[src/sv/rsub_pkg.sv]
// ----------------------------------------------------------------------------
// rsub_pkg
// Shared types and field widths for the subresource range subtract block.
// ----------------------------------------------------------------------------
package rsub_pkg;

    // Field widths
    localparam int LB_W   = 11;   // layer base
    localparam int LC_W   = 12;   // layer count
    localparam int MB_W   = 4;    // mip base
    localparam int MC_W   = 5;    // mip count
    localparam int ASP_W  = 4;    // aspect mask

    // Widths that hold base + count exactly
    localparam int LSUM_W = 13;
    localparam int MSUM_W = 6;

    // Up to five pieces per item
    localparam int MAX_PIECES = 5;
    localparam int PCNT_W     = 3;

    // Input transaction
    typedef struct packed {
        logic [LB_W-1:0]  src_layer_base;
        logic [LC_W-1:0]  src_layer_count;
        logic [MB_W-1:0]  src_mip_base;
        logic [MC_W-1:0]  src_mip_count;
        logic [ASP_W-1:0] src_aspect;
        logic [LB_W-1:0]  hole_layer_base;
        logic [LC_W-1:0]  hole_layer_count;
        logic [MB_W-1:0]  hole_mip_base;
        logic [MC_W-1:0]  hole_mip_count;
    } t_in;

    // Output transaction
    typedef struct packed {
        logic [LB_W-1:0]  piece_layer_base;
        logic [LC_W-1:0]  piece_layer_count;
        logic [MB_W-1:0]  piece_mip_base;
        logic [MC_W-1:0]  piece_mip_count;
        logic [ASP_W-1:0] piece_aspect;
        logic             last_piece;
    } t_out;

    // One piece before aspect and last flag are attached
    typedef struct packed {
        logic [LB_W-1:0] lb;
        logic [LC_W-1:0] lc;
        logic [MB_W-1:0] mb;
        logic [MC_W-1:0] mc;
    } t_piece;

    // Classified item: ordered piece list handed to the back end
    typedef struct packed {
        t_piece [MAX_PIECES-1:0] pieces;
        logic [PCNT_W-1:0]       count;
        logic [ASP_W-1:0]        aspect;
    } t_job;

    // Queue handshake between front and back end
    typedef struct packed {
        logic full;
        logic empty;
    } t_q_status;

endpackage

[src/sv/rsub_front.sv]
// ----------------------------------------------------------------------------
// rsub_front
// Accepts input transactions and splits the source range into an ordered
// piece list: layer cuts first, then mip cuts on the piece inside the hole.
// ----------------------------------------------------------------------------
module rsub_front (
    input  logic                 i_valid,
    output logic                 o_stall,
    input  rsub_pkg::t_in        i_item,
    input  rsub_pkg::t_q_status  i_q_status,
    output logic                 o_push,
    output rsub_pkg::t_job       o_job
);

    // Layer axis
    logic [rsub_pkg::LSUM_W-1:0] l_sb, l_sc, l_hb, l_hc, l_send, l_hend, l_lo, l_hi;
    logic [rsub_pkg::LSUM_W-1:0] l_left_cnt, l_right_cnt, l_mid_cnt;
    logic                        l_left, l_right, l_inside;

    // Mip axis
    logic [rsub_pkg::MSUM_W-1:0] m_sb, m_sc, m_hb, m_hc, m_send, m_hend, m_lo, m_hi;
    logic [rsub_pkg::MSUM_W-1:0] m_left_cnt, m_right_cnt, m_mid_cnt;
    logic                        m_left, m_right;

    logic                        hole_ok;
    logic [rsub_pkg::PCNT_W-1:0] n;
    rsub_pkg::t_job              job;

    // Handshake: take an item whenever the queue has room
    assign o_stall = i_q_status.full;
    assign o_push  = i_valid && !i_q_status.full;
    assign hole_ok = (i_item.hole_layer_count != '0) && (i_item.hole_mip_count != '0);

    // Layer split
    always_comb begin
        l_sb   = rsub_pkg::LSUM_W'(i_item.src_layer_base);
        l_sc   = rsub_pkg::LSUM_W'(i_item.src_layer_count);
        l_hb   = rsub_pkg::LSUM_W'(i_item.hole_layer_base);
        l_hc   = rsub_pkg::LSUM_W'(i_item.hole_layer_count);
        l_send = l_sb + l_sc;
        l_hend = l_hb + l_hc;
        l_left  = hole_ok && (l_hb > l_sb) && (l_hb < l_send);
        l_right = hole_ok && (l_hend > l_sb) && (l_hend < l_send);
        l_lo   = l_left  ? l_hb   : l_sb;
        l_hi   = l_right ? l_hend : l_send;
        l_left_cnt  = l_hb - l_sb;
        l_right_cnt = l_send - l_hend;
        l_mid_cnt   = l_hi - l_lo;
        // only the remainder piece can sit inside the hole's layer span
        l_inside = hole_ok && (l_lo >= l_hb) && (l_hi <= l_hend);
    end

    // Mip split
    always_comb begin
        m_sb   = rsub_pkg::MSUM_W'(i_item.src_mip_base);
        m_sc   = rsub_pkg::MSUM_W'(i_item.src_mip_count);
        m_hb   = rsub_pkg::MSUM_W'(i_item.hole_mip_base);
        m_hc   = rsub_pkg::MSUM_W'(i_item.hole_mip_count);
        m_send = m_sb + m_sc;
        m_hend = m_hb + m_hc;
        m_left  = (m_hb > m_sb) && (m_hb < m_send);
        m_right = (m_hend > m_sb) && (m_hend < m_send);
        m_lo   = m_left  ? m_hb   : m_sb;
        m_hi   = m_right ? m_hend : m_send;
        m_left_cnt  = m_hb - m_sb;
        m_right_cnt = m_send - m_hend;
        m_mid_cnt   = m_hi - m_lo;
    end

    // Compact the pieces in emission order
    always_comb begin
        job        = '0;
        n          = '0;
        job.aspect = i_item.src_aspect;
        if (l_left) begin
            job.pieces[n] = '{lb: i_item.src_layer_base,
                              lc: l_left_cnt[rsub_pkg::LC_W-1:0],
                              mb: i_item.src_mip_base,
                              mc: i_item.src_mip_count};
            n = n + rsub_pkg::PCNT_W'(1);
        end
        if (l_right) begin
            job.pieces[n] = '{lb: l_hend[rsub_pkg::LB_W-1:0],
                              lc: l_right_cnt[rsub_pkg::LC_W-1:0],
                              mb: i_item.src_mip_base,
                              mc: i_item.src_mip_count};
            n = n + rsub_pkg::PCNT_W'(1);
        end
        if (l_inside) begin
            // remainder is cut again along mips
            if (m_left) begin
                job.pieces[n] = '{lb: l_lo[rsub_pkg::LB_W-1:0],
                                  lc: l_mid_cnt[rsub_pkg::LC_W-1:0],
                                  mb: i_item.src_mip_base,
                                  mc: m_left_cnt[rsub_pkg::MC_W-1:0]};
                n = n + rsub_pkg::PCNT_W'(1);
            end
            if (m_right) begin
                job.pieces[n] = '{lb: l_lo[rsub_pkg::LB_W-1:0],
                                  lc: l_mid_cnt[rsub_pkg::LC_W-1:0],
                                  mb: m_hend[rsub_pkg::MB_W-1:0],
                                  mc: m_right_cnt[rsub_pkg::MC_W-1:0]};
                n = n + rsub_pkg::PCNT_W'(1);
            end
            job.pieces[n] = '{lb: l_lo[rsub_pkg::LB_W-1:0],
                              lc: l_mid_cnt[rsub_pkg::LC_W-1:0],
                              mb: m_lo[rsub_pkg::MB_W-1:0],
                              mc: m_mid_cnt[rsub_pkg::MC_W-1:0]};
            n = n + rsub_pkg::PCNT_W'(1);
        end else begin
            job.pieces[n] = '{lb: l_lo[rsub_pkg::LB_W-1:0],
                              lc: l_mid_cnt[rsub_pkg::LC_W-1:0],
                              mb: i_item.src_mip_base,
                              mc: i_item.src_mip_count};
            n = n + rsub_pkg::PCNT_W'(1);
        end
        job.count = n;
    end

    assign o_job = job;

endmodule

[src/sv/rsub_queue.sv]
// ----------------------------------------------------------------------------
// rsub_queue
// Two-entry queue of classified items between the front and back end.
// ----------------------------------------------------------------------------
module rsub_queue (
    input  logic                 i_clk,
    input  logic                 i_rst_n,
    input  logic                 i_push,
    input  rsub_pkg::t_job       i_job,
    input  logic                 i_pop,
    output rsub_pkg::t_job       o_job,
    output rsub_pkg::t_q_status  o_status
);

    rsub_pkg::t_job r_mem [2];
    logic           r_wr_ptr, r_rd_ptr;
    logic [1:0]     r_count;
    logic           n_wr_ptr, n_rd_ptr;
    logic [1:0]     n_count;

    // Pointer and fill level update
    always_comb begin
        n_wr_ptr = i_push ? ~r_wr_ptr : r_wr_ptr;
        n_rd_ptr = i_pop  ? ~r_rd_ptr : r_rd_ptr;
        n_count  = r_count;
        if (i_push && !i_pop) begin
            n_count = r_count + 2'd1;
        end else if (!i_push && i_pop) begin
            n_count = r_count - 2'd1;
        end
    end

    always_ff @(posedge i_clk) begin
        if (!i_rst_n) begin
            r_wr_ptr <= 1'b0;
            r_rd_ptr <= 1'b0;
            r_count  <= 2'd0;
        end else begin
            r_wr_ptr <= n_wr_ptr;
            r_rd_ptr <= n_rd_ptr;
            r_count  <= n_count;
        end
    end

    // Entry storage
    always_ff @(posedge i_clk) begin
        if (i_push) begin
            r_mem[r_wr_ptr] <= i_job;
        end
    end

    assign o_job          = r_mem[r_rd_ptr];
    assign o_status.full  = (r_count == 2'd2);
    assign o_status.empty = (r_count == 2'd0);

endmodule

[src/sv/rsub_back.sv]
// ----------------------------------------------------------------------------
// rsub_back
// Walks the head item's piece list into the output register, one piece per
// cycle unless stalled, and releases the item when its last piece is loaded.
// ----------------------------------------------------------------------------
module rsub_back (
    input  logic                 i_clk,
    input  logic                 i_rst_n,
    input  rsub_pkg::t_job       i_job,
    input  rsub_pkg::t_q_status  i_q_status,
    output logic                 o_pop,
    output logic                 o_valid,
    input  logic                 i_stall,
    output rsub_pkg::t_out       o_piece
);

    logic [rsub_pkg::PCNT_W-1:0] r_idx, n_idx;
    logic                        r_valid, n_valid;
    rsub_pkg::t_out              r_piece;
    rsub_pkg::t_piece            sel;
    logic                        load, take, last;

    // Output register accepts a new piece when empty or being drained
    always_comb begin
        load    = !r_valid || !i_stall;
        take    = load && !i_q_status.empty;
        sel     = i_job.pieces[r_idx];
        last    = (r_idx == (i_job.count - rsub_pkg::PCNT_W'(1)));
        o_pop   = take && last;
        n_valid = load ? !i_q_status.empty : r_valid;
        n_idx   = r_idx;
        if (take) begin
            n_idx = last ? '0 : r_idx + rsub_pkg::PCNT_W'(1);
        end
    end

    always_ff @(posedge i_clk) begin
        if (!i_rst_n) begin
            r_idx   <= '0;
            r_valid <= 1'b0;
        end else begin
            r_idx   <= n_idx;
            r_valid <= n_valid;
        end
    end

    // Payload
    always_ff @(posedge i_clk) begin
        if (take) begin
            r_piece <= '{piece_layer_base:  sel.lb,
                         piece_layer_count: sel.lc,
                         piece_mip_base:    sel.mb,
                         piece_mip_count:   sel.mc,
                         piece_aspect:      i_job.aspect,
                         last_piece:        last};
        end
    end

    assign o_valid = r_valid;
    assign o_piece = r_piece;

endmodule

[src/sv/subresource_range_subtract.sv]
// ----------------------------------------------------------------------------
// subresource_range_subtract
// Cuts a hole range out of a source range in layer-by-mip space.
// ----------------------------------------------------------------------------
// Usage:
//   Input channel (i_in_valid / o_in_stall / i_in_item) takes one source and
//   one hole range per transaction. Output channel (o_out_valid /
//   i_out_stall / o_out_piece) returns one to five disjoint pieces that
//   cover the source; last_piece marks the final piece of each input.
//   Order: left, right, then remainder along layers; the remainder inside
//   the hole's layer span is cut along mips in the same order.
// Path: an accepted input is written into the queue; the back end then loads
//   its first piece from the queue head into the output register, which
//   drives o_out_piece.
// Throughput: one piece per cycle on the output while i_out_stall is low;
//   an item yields 1 to 5 pieces. The front end classifies an item
//   combinationally into a two-entry queue, so input transactions are taken
//   back to back while the queue has room.
// Reset: synchronous, active low; clears the queue and the output valid.
// Stall: a stalled output holds its piece; the queue then fills and
//   o_in_stall rises once both entries are occupied.
// ----------------------------------------------------------------------------
module subresource_range_subtract (
    input  logic            i_clk,
    input  logic            i_rst_n,
    input  logic            i_in_valid,
    output logic            o_in_stall,
    input  rsub_pkg::t_in   i_in_item,
    output logic            o_out_valid,
    input  logic            i_out_stall,
    output rsub_pkg::t_out  o_out_piece
);

    rsub_pkg::t_job       front_job, head_job;
    rsub_pkg::t_q_status  q_status;
    logic                 push, pop;

    // Classification
    rsub_front u_front (
        .i_valid    (i_in_valid),
        .o_stall    (o_in_stall),
        .i_item     (i_in_item),
        .i_q_status (q_status),
        .o_push     (push),
        .o_job      (front_job)
    );

    // Decoupling queue
    rsub_queue u_queue (
        .i_clk    (i_clk),
        .i_rst_n  (i_rst_n),
        .i_push   (push),
        .i_job    (front_job),
        .i_pop    (pop),
        .o_job    (head_job),
        .o_status (q_status)
    );

    // Piece sequencer and output register
    rsub_back u_back (
        .i_clk      (i_clk),
        .i_rst_n    (i_rst_n),
        .i_job      (head_job),
        .i_q_status (q_status),
        .o_pop      (pop),
        .o_valid    (o_out_valid),
        .i_stall    (i_out_stall),
        .o_piece    (o_out_piece)
    );

endmodule
[config.mk]
export PLATFORM = sky130hd
export DESIGN_NAME = subresource_range_subtract
export DESIGN_NICKNAME = d
export VERILOG_FILES = /design/src/sv/rsub_pkg.sv /design/src/sv/rsub_front.sv /design/src/sv/rsub_queue.sv /design/src/sv/rsub_back.sv /design/src/sv/subresource_range_subtract.sv
export SDC_FILE = /design/constraint.sdc
export NUM_CORES = 1
export LEC_CHECK = 0
export ABC_AREA = 1
export BUFFER_PORTS_ARGS = -buffer_cell sky130_fd_sc_hd__buf_2
export CAP_MARGIN = 10
export CORE_MARGIN = 1
export CORE_UTILIZATION = 55
export DETAILED_ROUTE_END_ITERATION = 7
export GPL_ROUTABILITY_DRIVEN = 0
export PLACE_DENSITY = 0.8
export SLEW_MARGIN = 25
export SYNTH_ARGS = -nofsm -noshare
export SYNTH_HDL_FRONTEND = slang
export SYNTH_HIERARCHICAL = 1
export SYNTH_SLANG_ARGS = --single-unit
[constraint.sdc]
create_clock -name i_clk -period 7.6 [get_ports i_clk]
set_input_delay 0.38 -clock i_clk [delete_from_list [all_inputs] [get_ports i_clk]]
set_output_delay 0.38 -clock i_clk [all_outputs]
set_load 0.01 [all_outputs]
==> impl_metrics.py, run 1 <==
metrics = {
    "power": {
        "internal-power_w": 0.006520,
        "ir_drop_v": 0.0002092,
        "total_power_w": 0.01135,
        "combPwrFrac": 0.511,
        "pwr-share-seq": 0.312,
        "p_sw_frac": 0.4256,
        "power_density_nw_per_um2": 419.4,
        "p_sw_w": 0.004831,
        "clock_power_share": 0.178,
        "p_leak_nw": 11.82,
    },
    "global_routing": {
        "antenna_found_initial": 0,
        "grt_first_pass_wirelength_um": 103400,
        "gr-total-overflow": 0,
        "grt_max_degree": 139,
        "grt_pass1_vias": 19160,
        "grtUsageTotal": 0.2843,
    },
    "logic_synthesis": {
        "ys_seq_area_frac": 0.4552,
        "synth_top_cell_by_area": "edfxtp_1",
        "synth_xor_area_frac": 0.01932,
        "synth_top_family_by_area": "simple AND/OR/NAND/NOR gates",
        "synth_top_area_frac": 0.4479,
        "synth_cells": 2576,
        "synth_cell_type_count": 57,
        "ys_ff_latch": 380,
        "synth_compound_area_frac": 0.09463,
        "synth_nets": 2812,
        "synthTopCellsByArea": "edfxtp_1 (45%), nand2_1 (8.8%), mux2_4 (7.8%)",
        "synth_area_per_cell_um2": 9.655,
        "synth-adder-area-share": 0.08582,
        "ys.flop_type": "edfxtp_1",
        "async_flop_share": 0,
        "synth-edff-count": 371,
        "synthMuxAreaShare": 0.09523,
        "yosysWarnings": 6,
        "yosys.area_share.simple": 0.1752,
        "synth_area_um2": 24870,
    },
    "clocking": {
        "numCtsBuffers": 38,
        "worstSkewPairLatency_ns": 0.55,
        "cts_resized": 0,
        "path_clk_slew_ns": 0.06,
        "htree_levels": 2,
        "cts_root_buffer": "clkbuf_16",
        "cts-hold-fix-buffers": 0,
        "clock_sinks": 380,
        "post-cts-setup-buffers": 0,
        "clock_path_buffers": 3,
        "tritoncts": "built",
    },
    "placement": {
        "place_hpwl_um": 45940,
        "dp_cells": 3199,
        "io_buffers": 110,
    },
    "cells_and_area": {
        "final_cells": 3269,
        "syn_to_final_growth_pct": 8.814,
        "final.fill_count": 3466,
        "finalNetCount": 2884,
        "multi_input_area_um2": 11720,
        "ff_latch_area_um2": 11330,
        "antenna_cells": 0,
        "drive_gt1_frac": 0.1789,
    },
    "worst_hold_path": {
        "min_path_type": "input pin to flip-flop",
        "holdCritStartpoint": "i_in_item[33]",
        "hold_path_end": "u_queue/r_mem[1][1]",
        "hold_depth": 1,
    },
    "floorplan": {
        "initial_core_util": 0.5600,
        "die_h_um": 214.7,
        "rows": 77,
        "io_pins": 111,
        "coreArea_um2": 44410,
        "dieArea_um2": 46070,
        "die_w_um": 214.7,
    },
    "sta": {
        "clock_skew_ns": 0.02173,
        "setup_viol": 0,
        "fmax_mhz": 150.5,
        "slew_violations": 0,
        "min_period_over_period": 0.8744,
        "hold_violations": 0,
        "tightest_slew_ns": 1.092,
        "slew_headroom": 0.2717,
        "rsz0062_at_grt": "no",
        "period_minus_slack_ns": 6.645,
        "fin_tns_setup_ns": 0,
        "whs_ns": 0.03776,
    },
    "drt": {
        "drt-total-wl_um": 66670,
        "avgRoutedWirePerCell_um": 20.40,
        "dr.pass1.iters": 7,
        "drt_iter0_markers": 2577,
        "route.detailed.drc": 0,
        "vias_per_cell": 6.044,
        "vias": 19760,
        "drtAntennaViolNets": 0,
    },
    "outcome": {
        "status": "completed",
    },
    "setup_path": {
        "crit_required_ns": 7.87,
        "crit_type": "input pin to flip-flop",
        "slowest_stage": "o21ai_4",
        "cp_max_fo": 22,
        "r2r_cells": 5,
        "rr_startpoint": "u_back/r_idx[0]",
        "worst_ep_arrival_time_ns": 6.92,
        "worstReg2RegEnd": "u_back/o_piece[13]",
        "cpMostUsedCell": "nand2_1",
        "cp-start-kind": "input pin",
        "cpPeakStageDelay_ns": 0.83,
        "end_kind": "flip-flop",
        "rrSetupSlack_ns": 4.22,
    },
    "flow_run": {
        "cap_violations": 0,
    },
}
[cell usage in the layout, fill, tap and decap left out, types with 11 or more instances in the layout]
cell,Yosys,layout
xnor2_1,15,15
buf_4,18,24
inv_1,291,290
o21ai_1,90,90
mux2_2,37,37
xor2_1,38,38
a21oi_2,22,21
mux2_4,130,130
nor2_1,98,96
o21ai_0,113,113
nor3_1,19,19
o21bai_1,15,15
nand3_1,194,193
nor2_2,33,33
o211ai_1,11,11
fa_1,11,11
inv_2,11,11
ha_1,153,153
a21oi_1,120,120
nand2_1,580,580
buf_2,40,110
nand4_1,23,23
clkbuf_16,0,39
edfxtp_1,371,371
[cells by family (layout without fill, tap and decap cells)]
| group | after synthesis | in the layout |
|---|---|---|
| XOR/XNOR | 54 | 54 |
| multiplexers | 167 | 167 |
| adder cells (fa/ha/maj) | 164 | 164 |
| AND/OR/NAND/NOR | 986 | 986 |
| flip-flops | 380 | 380 |
| AO/OA/AOI/OAI | 415 | 415 |
| buffers and inverters | 410 | 511 |
[flip-flops by register name, summed over array words and instances, names as in the netlist, named ones only]
| signal | flops |
|---|---|
| u_queue/r_mem | 334 |
| u_queue/r_count | 2 |
| u_back/o_piece | 37 |
| u_back/o_valid | 1 |
| u_queue/r_wr_ptr | 1 |
| u_queue/r_rd_ptr | 1 |
| u_back/r_idx | 3 |
[per-layer routing]
metal  track usage  up-vias  share of wire
li1              -     8960              -
met1        0.3827     9286           0.40
met2        0.4494     1297           0.45
met3       0.05177      215           0.11
met4        0.1264        0          0.041
met5             0        -              0
[worst max-delay path by stage]
stage,from,endpoint
5_1_grt,i_in_item[21],u_queue/r_mem[1][156]
6_report,i_in_item[21],u_queue/r_mem[1][156]
2_1_floorplan,i_in_item[9],u_queue/r_mem[0][143]
3_5_place_dp,i_in_item[21],u_queue/r_mem[0][156]
3_3_place_gp,i_in_item[21],u_queue/r_mem[0][154]
4_1_cts,i_in_item[21],u_queue/r_mem[1][156]
[final cells by class]
type,count,share of cell area
clock buffer,45,0.03763
clock inverter,24,0.01216
inverter,306,0.04272
multi-input combinational,1786,0.4331
sequential,380,0.4185
tap,592,0.02737
timing repair buffer,136,0.02848
[power groups by stage]
stage | combinational, W | sequential (W) | clock, W
after global routing | 0.00625 | 0.00358 | 0.00213
after CTS | 0.00564 | 0.00354 | 0.00204
after global placement | 0.00539 | 0.00353 | 0
after floorplan | 0.00413 | 0.00359 | 0
final | 0.00580 | 0.00354 | 0.00202
after detailed placement | 0.00558 | 0.00357 | 0
[synthesized netlist by cell type, types with 3 or more instances]
master,n
nand2_1,580
edfxtp_1,371
inv_1,291
nand3_1,194
ha_1,153
mux2_4,130
a21oi_1,120
o21ai_0,113
nor2_1,98
o21ai_1,90
buf_2,40
xor2_1,38
mux2_2,37
nor2_2,33
buf_6,26
nand4_1,23
a21oi_2,22
nor3_1,19
buf_4,18
o21bai_1,15
xnor2_1,15
clkbuf_1,13
fa_1,11
inv_2,11
o211ai_1,11
o31ai_1,10
dfxtp_1,9
a21o_1,8
nand2_2,7
buf_1,6
nand2_4,6
nand3_2,6
o22ai_1,6
nand3_4,4
o21ai_2,4
clkinv_1,3
nand3b_1,3
nor2_4,3
o21a_1,3
[worst max-delay path, delay by kind of cell]
family,cells,cell delay (ns)
adder cells (fa/ha/maj),5,1.45
buffers and inverters,8,1.37
AND/OR/NAND/NOR,19,2.44
XOR/XNOR,1,0.25
AO/OA/AOI/OAI,2,1.01
[through the flow]
step	utilization	instance area [um2]	setup WS (ns)
final	0.6093	27060	0.9546
after global routing	0.6093	27060	0.5077
after CTS	0.6089	27040	1.085
after detailed placement	0.5786	25700	0.5621
after global placement	0.5786	25700	0.8600
after floorplan	-	24870	1.984
No activity file was read; power rests on OpenSTA's default activity.
==> run 2, diff against run 1 <==
--- a/config.mk
+++ b/config.mk
@@ -13,6 +13,7 @@
 export DETAILED_ROUTE_END_ITERATION = 7
 export GPL_ROUTABILITY_DRIVEN = 0
 export PLACE_DENSITY = 0.8
+export RECOVER_POWER = 50
 export SLEW_MARGIN = 25
 export SYNTH_ARGS = -nofsm -noshare
 export SYNTH_HDL_FRONTEND = slang
==> impl_metrics.py, run 2 (synthesis results as in run 1) <==
metrics = {
    "clocking": {
        "cts-hold-fix-buffers": 0,
        "clock_sinks": 380,
        "post-cts-setup-buffers": 0,
        "cts_root_buffer": "clkbuf_16",
        "worstSkewPairLatency_ns": 0.55,
        "clock_path_buffers": 3,
        "htree_levels": 2,
        "tritoncts": "built",
        "numCtsBuffers": 38,
        "path_clk_slew_ns": 0.06,
        "cts_resized": 0,
    },
    "drt": {
        "drt-total-wl_um": 66720,
        "avgRoutedWirePerCell_um": 20.41,
        "vias_per_cell": 6.050,
        "drt_iter0_markers": 2573,
        "dr.pass1.iters": 6,
        "vias": 19780,
        "route.detailed.drc": 0,
        "drtAntennaViolNets": 0,
    },
    "worst_hold_path": {
        "min_path_type": "input pin to flip-flop",
        "holdCritStartpoint": "i_in_item[33]",
        "hold_depth": 1,
        "hold_path_end": "u_queue/r_mem[1][1]",
    },
    "placement": {
        "place_hpwl_um": 45940,
        "io_buffers": 110,
    },
    "floorplan": {
        "dieArea_um2": 46070,
        "io_pins": 111,
        "rows": 77,
        "die_h_um": 214.7,
        "initial_core_util": 0.5600,
        "die_w_um": 214.7,
        "coreArea_um2": 44410,
    },
    "power": {
        "total_power_w": 0.01151,
        "combPwrFrac": 0.513,
        "p_sw_frac": 0.4196,
        "clock_power_share": 0.175,
        "ir_drop_v": 0.0002011,
        "p_leak_nw": 11.67,
        "internal-power_w": 0.006678,
        "pwr-share-seq": 0.311,
        "power_density_nw_per_um2": 427.0,
        "p_sw_w": 0.004828,
    },
    "setup_path": {
        "cp-start-kind": "flip-flop",
        "cpMostUsedCell": "nand3_1",
        "cp_cell_sequence": "clkbuf_2 > mux2_2 > nand2_1 > nand3_1 > nand3_1 > o21ai_1",
        "worst_ep_arrival_time_ns": 7.18,
        "slowest_stage": "clkbuf_2",
        "worstReg2RegEnd": "u_back/o_piece[19]",
        "rrSetupSlack_ns": 0.77,
        "worst-path-buf-inv": 1,
        "crit_required_ns": 7.96,
        "r2r_cells": 6,
        "cpLargestDelayFamily": "buffers and inverters",
        "crit_type": "flip-flop to flip-flop",
        "end_kind": "flip-flop",
        "cpPeakStageDelay_ns": 3.48,
        "cp_max_fo": 138,
    },
    "outcome": {
        "violations": "max-capacitance violations, max-slew violations",
        "status": "finished, violations left",
    },
    "sta": {
        "hold_violations": 0,
        "slew_headroom": -2.259,
        "tightest_slew_ns": 4.862,
        "whs_ns": 0.05077,
        "setup_viol": 0,
        "period_minus_slack_ns": 6.827,
        "clock_skew_ns": 0.02350,
        "slew_violations": 520,
        "min_period_over_period": 0.8983,
        "fmax_mhz": 146.5,
        "rsz0062_at_grt": "no",
        "fin_tns_setup_ns": 0,
    },
    "cells_and_area": {
        "final_util": 0.6067,
        "final_cell_mix": "nand2_1 (580), edfxtp_1 (371), inv_1 (291)",
        "largest_reg_flops": 334,
        "syn_to_final_growth_pct": 8.346,
        "regMostFlops": "u_queue/r_mem",
        "drive_gt1_frac": 0.1595,
        "final_common_cell": "nand2_1",
        "finalNetCount": 2884,
        "final.fill_count": 3489,
        "antenna_cells": 0,
    },
    "global_routing": {
        "antenna_found_initial": 0,
        "grtUsageTotal": 0.2843,
        "gr-total-overflow": 0,
        "grt_max_degree": 139,
        "grt_pass1_vias": 19160,
        "grt_first_pass_wirelength_um": 103400,
    },
    "flow_run": {
        "cap_violations": 7,
    },
}
run 2: cell count changes in the layout (fill, tap and decap cells not counted), moves of 2 or more:
cell / change
buf_12: -2
buf_4: -5
buf_2: -43
clkbuf_1: +48
dfxtp_1: +2
run 2: final cells by class:
cell class	count	area [um2]	area share
Multi-Input combinational cell	1786	11720	0.4347
Inverter	306	1152	0.04276
Clock buffer	45	1018	0.03780
Sequential cell	380	11320	0.4201
Timing Repair Buffer	136	670.6	0.02489
Clock inverter	24	329.1	0.01221
Tap cell	592	740.7	0.02749
run 2: power groups by stage:
stage          sequential (W)  combinational (W)  clock, W
2_1_floorplan         0.00359            0.00413         0
3_3_place_gp          0.00353            0.00539         0
6_report              0.00358            0.00591   0.00202
3_5_place_dp          0.00357            0.00558         0
5_1_grt               0.00363            0.00637   0.00213
4_1_cts               0.00354            0.00564   0.00204
run 2: worst max path at each step:
stage | end | slack [ns] | cells after the start
after floorplan | u_queue/r_mem[0][143] | 1.98 | 36
after global placement | u_queue/r_mem[0][154] | 0.86 | 35
after detailed placement | u_queue/r_mem[0][156] | 0.56 | 35
after CTS | u_queue/r_mem[1][156] | 1.08 | 35
after global routing | u_queue/r_mem[1][66] | 0.36 | 6
final | u_back/o_piece[19] | 0.77 | 6
run 2: per-layer routing:
metal | global-route usage | part of all wire | vias to the layer above
li1 | - | - | 8960
met1 | 0.3827 | 0.40 | 9298
met2 | 0.4494 | 0.45 | 1294
met3 | 0.05177 | 0.11 | 226
met4 | 0.1264 | 0.041 | 0
met5 | 0 | 0 | -
run 2: stage by stage:
stage               setup WS (ns)  area (um2)  cells
finish                     0.7727       26950   3269
global route               0.3645       26950   3269
CTS                         1.085       27040   3268
detailed placement         0.5621       25700   3199
global placement           0.8600       25700   3199
floorplan                   1.984       24870   2576
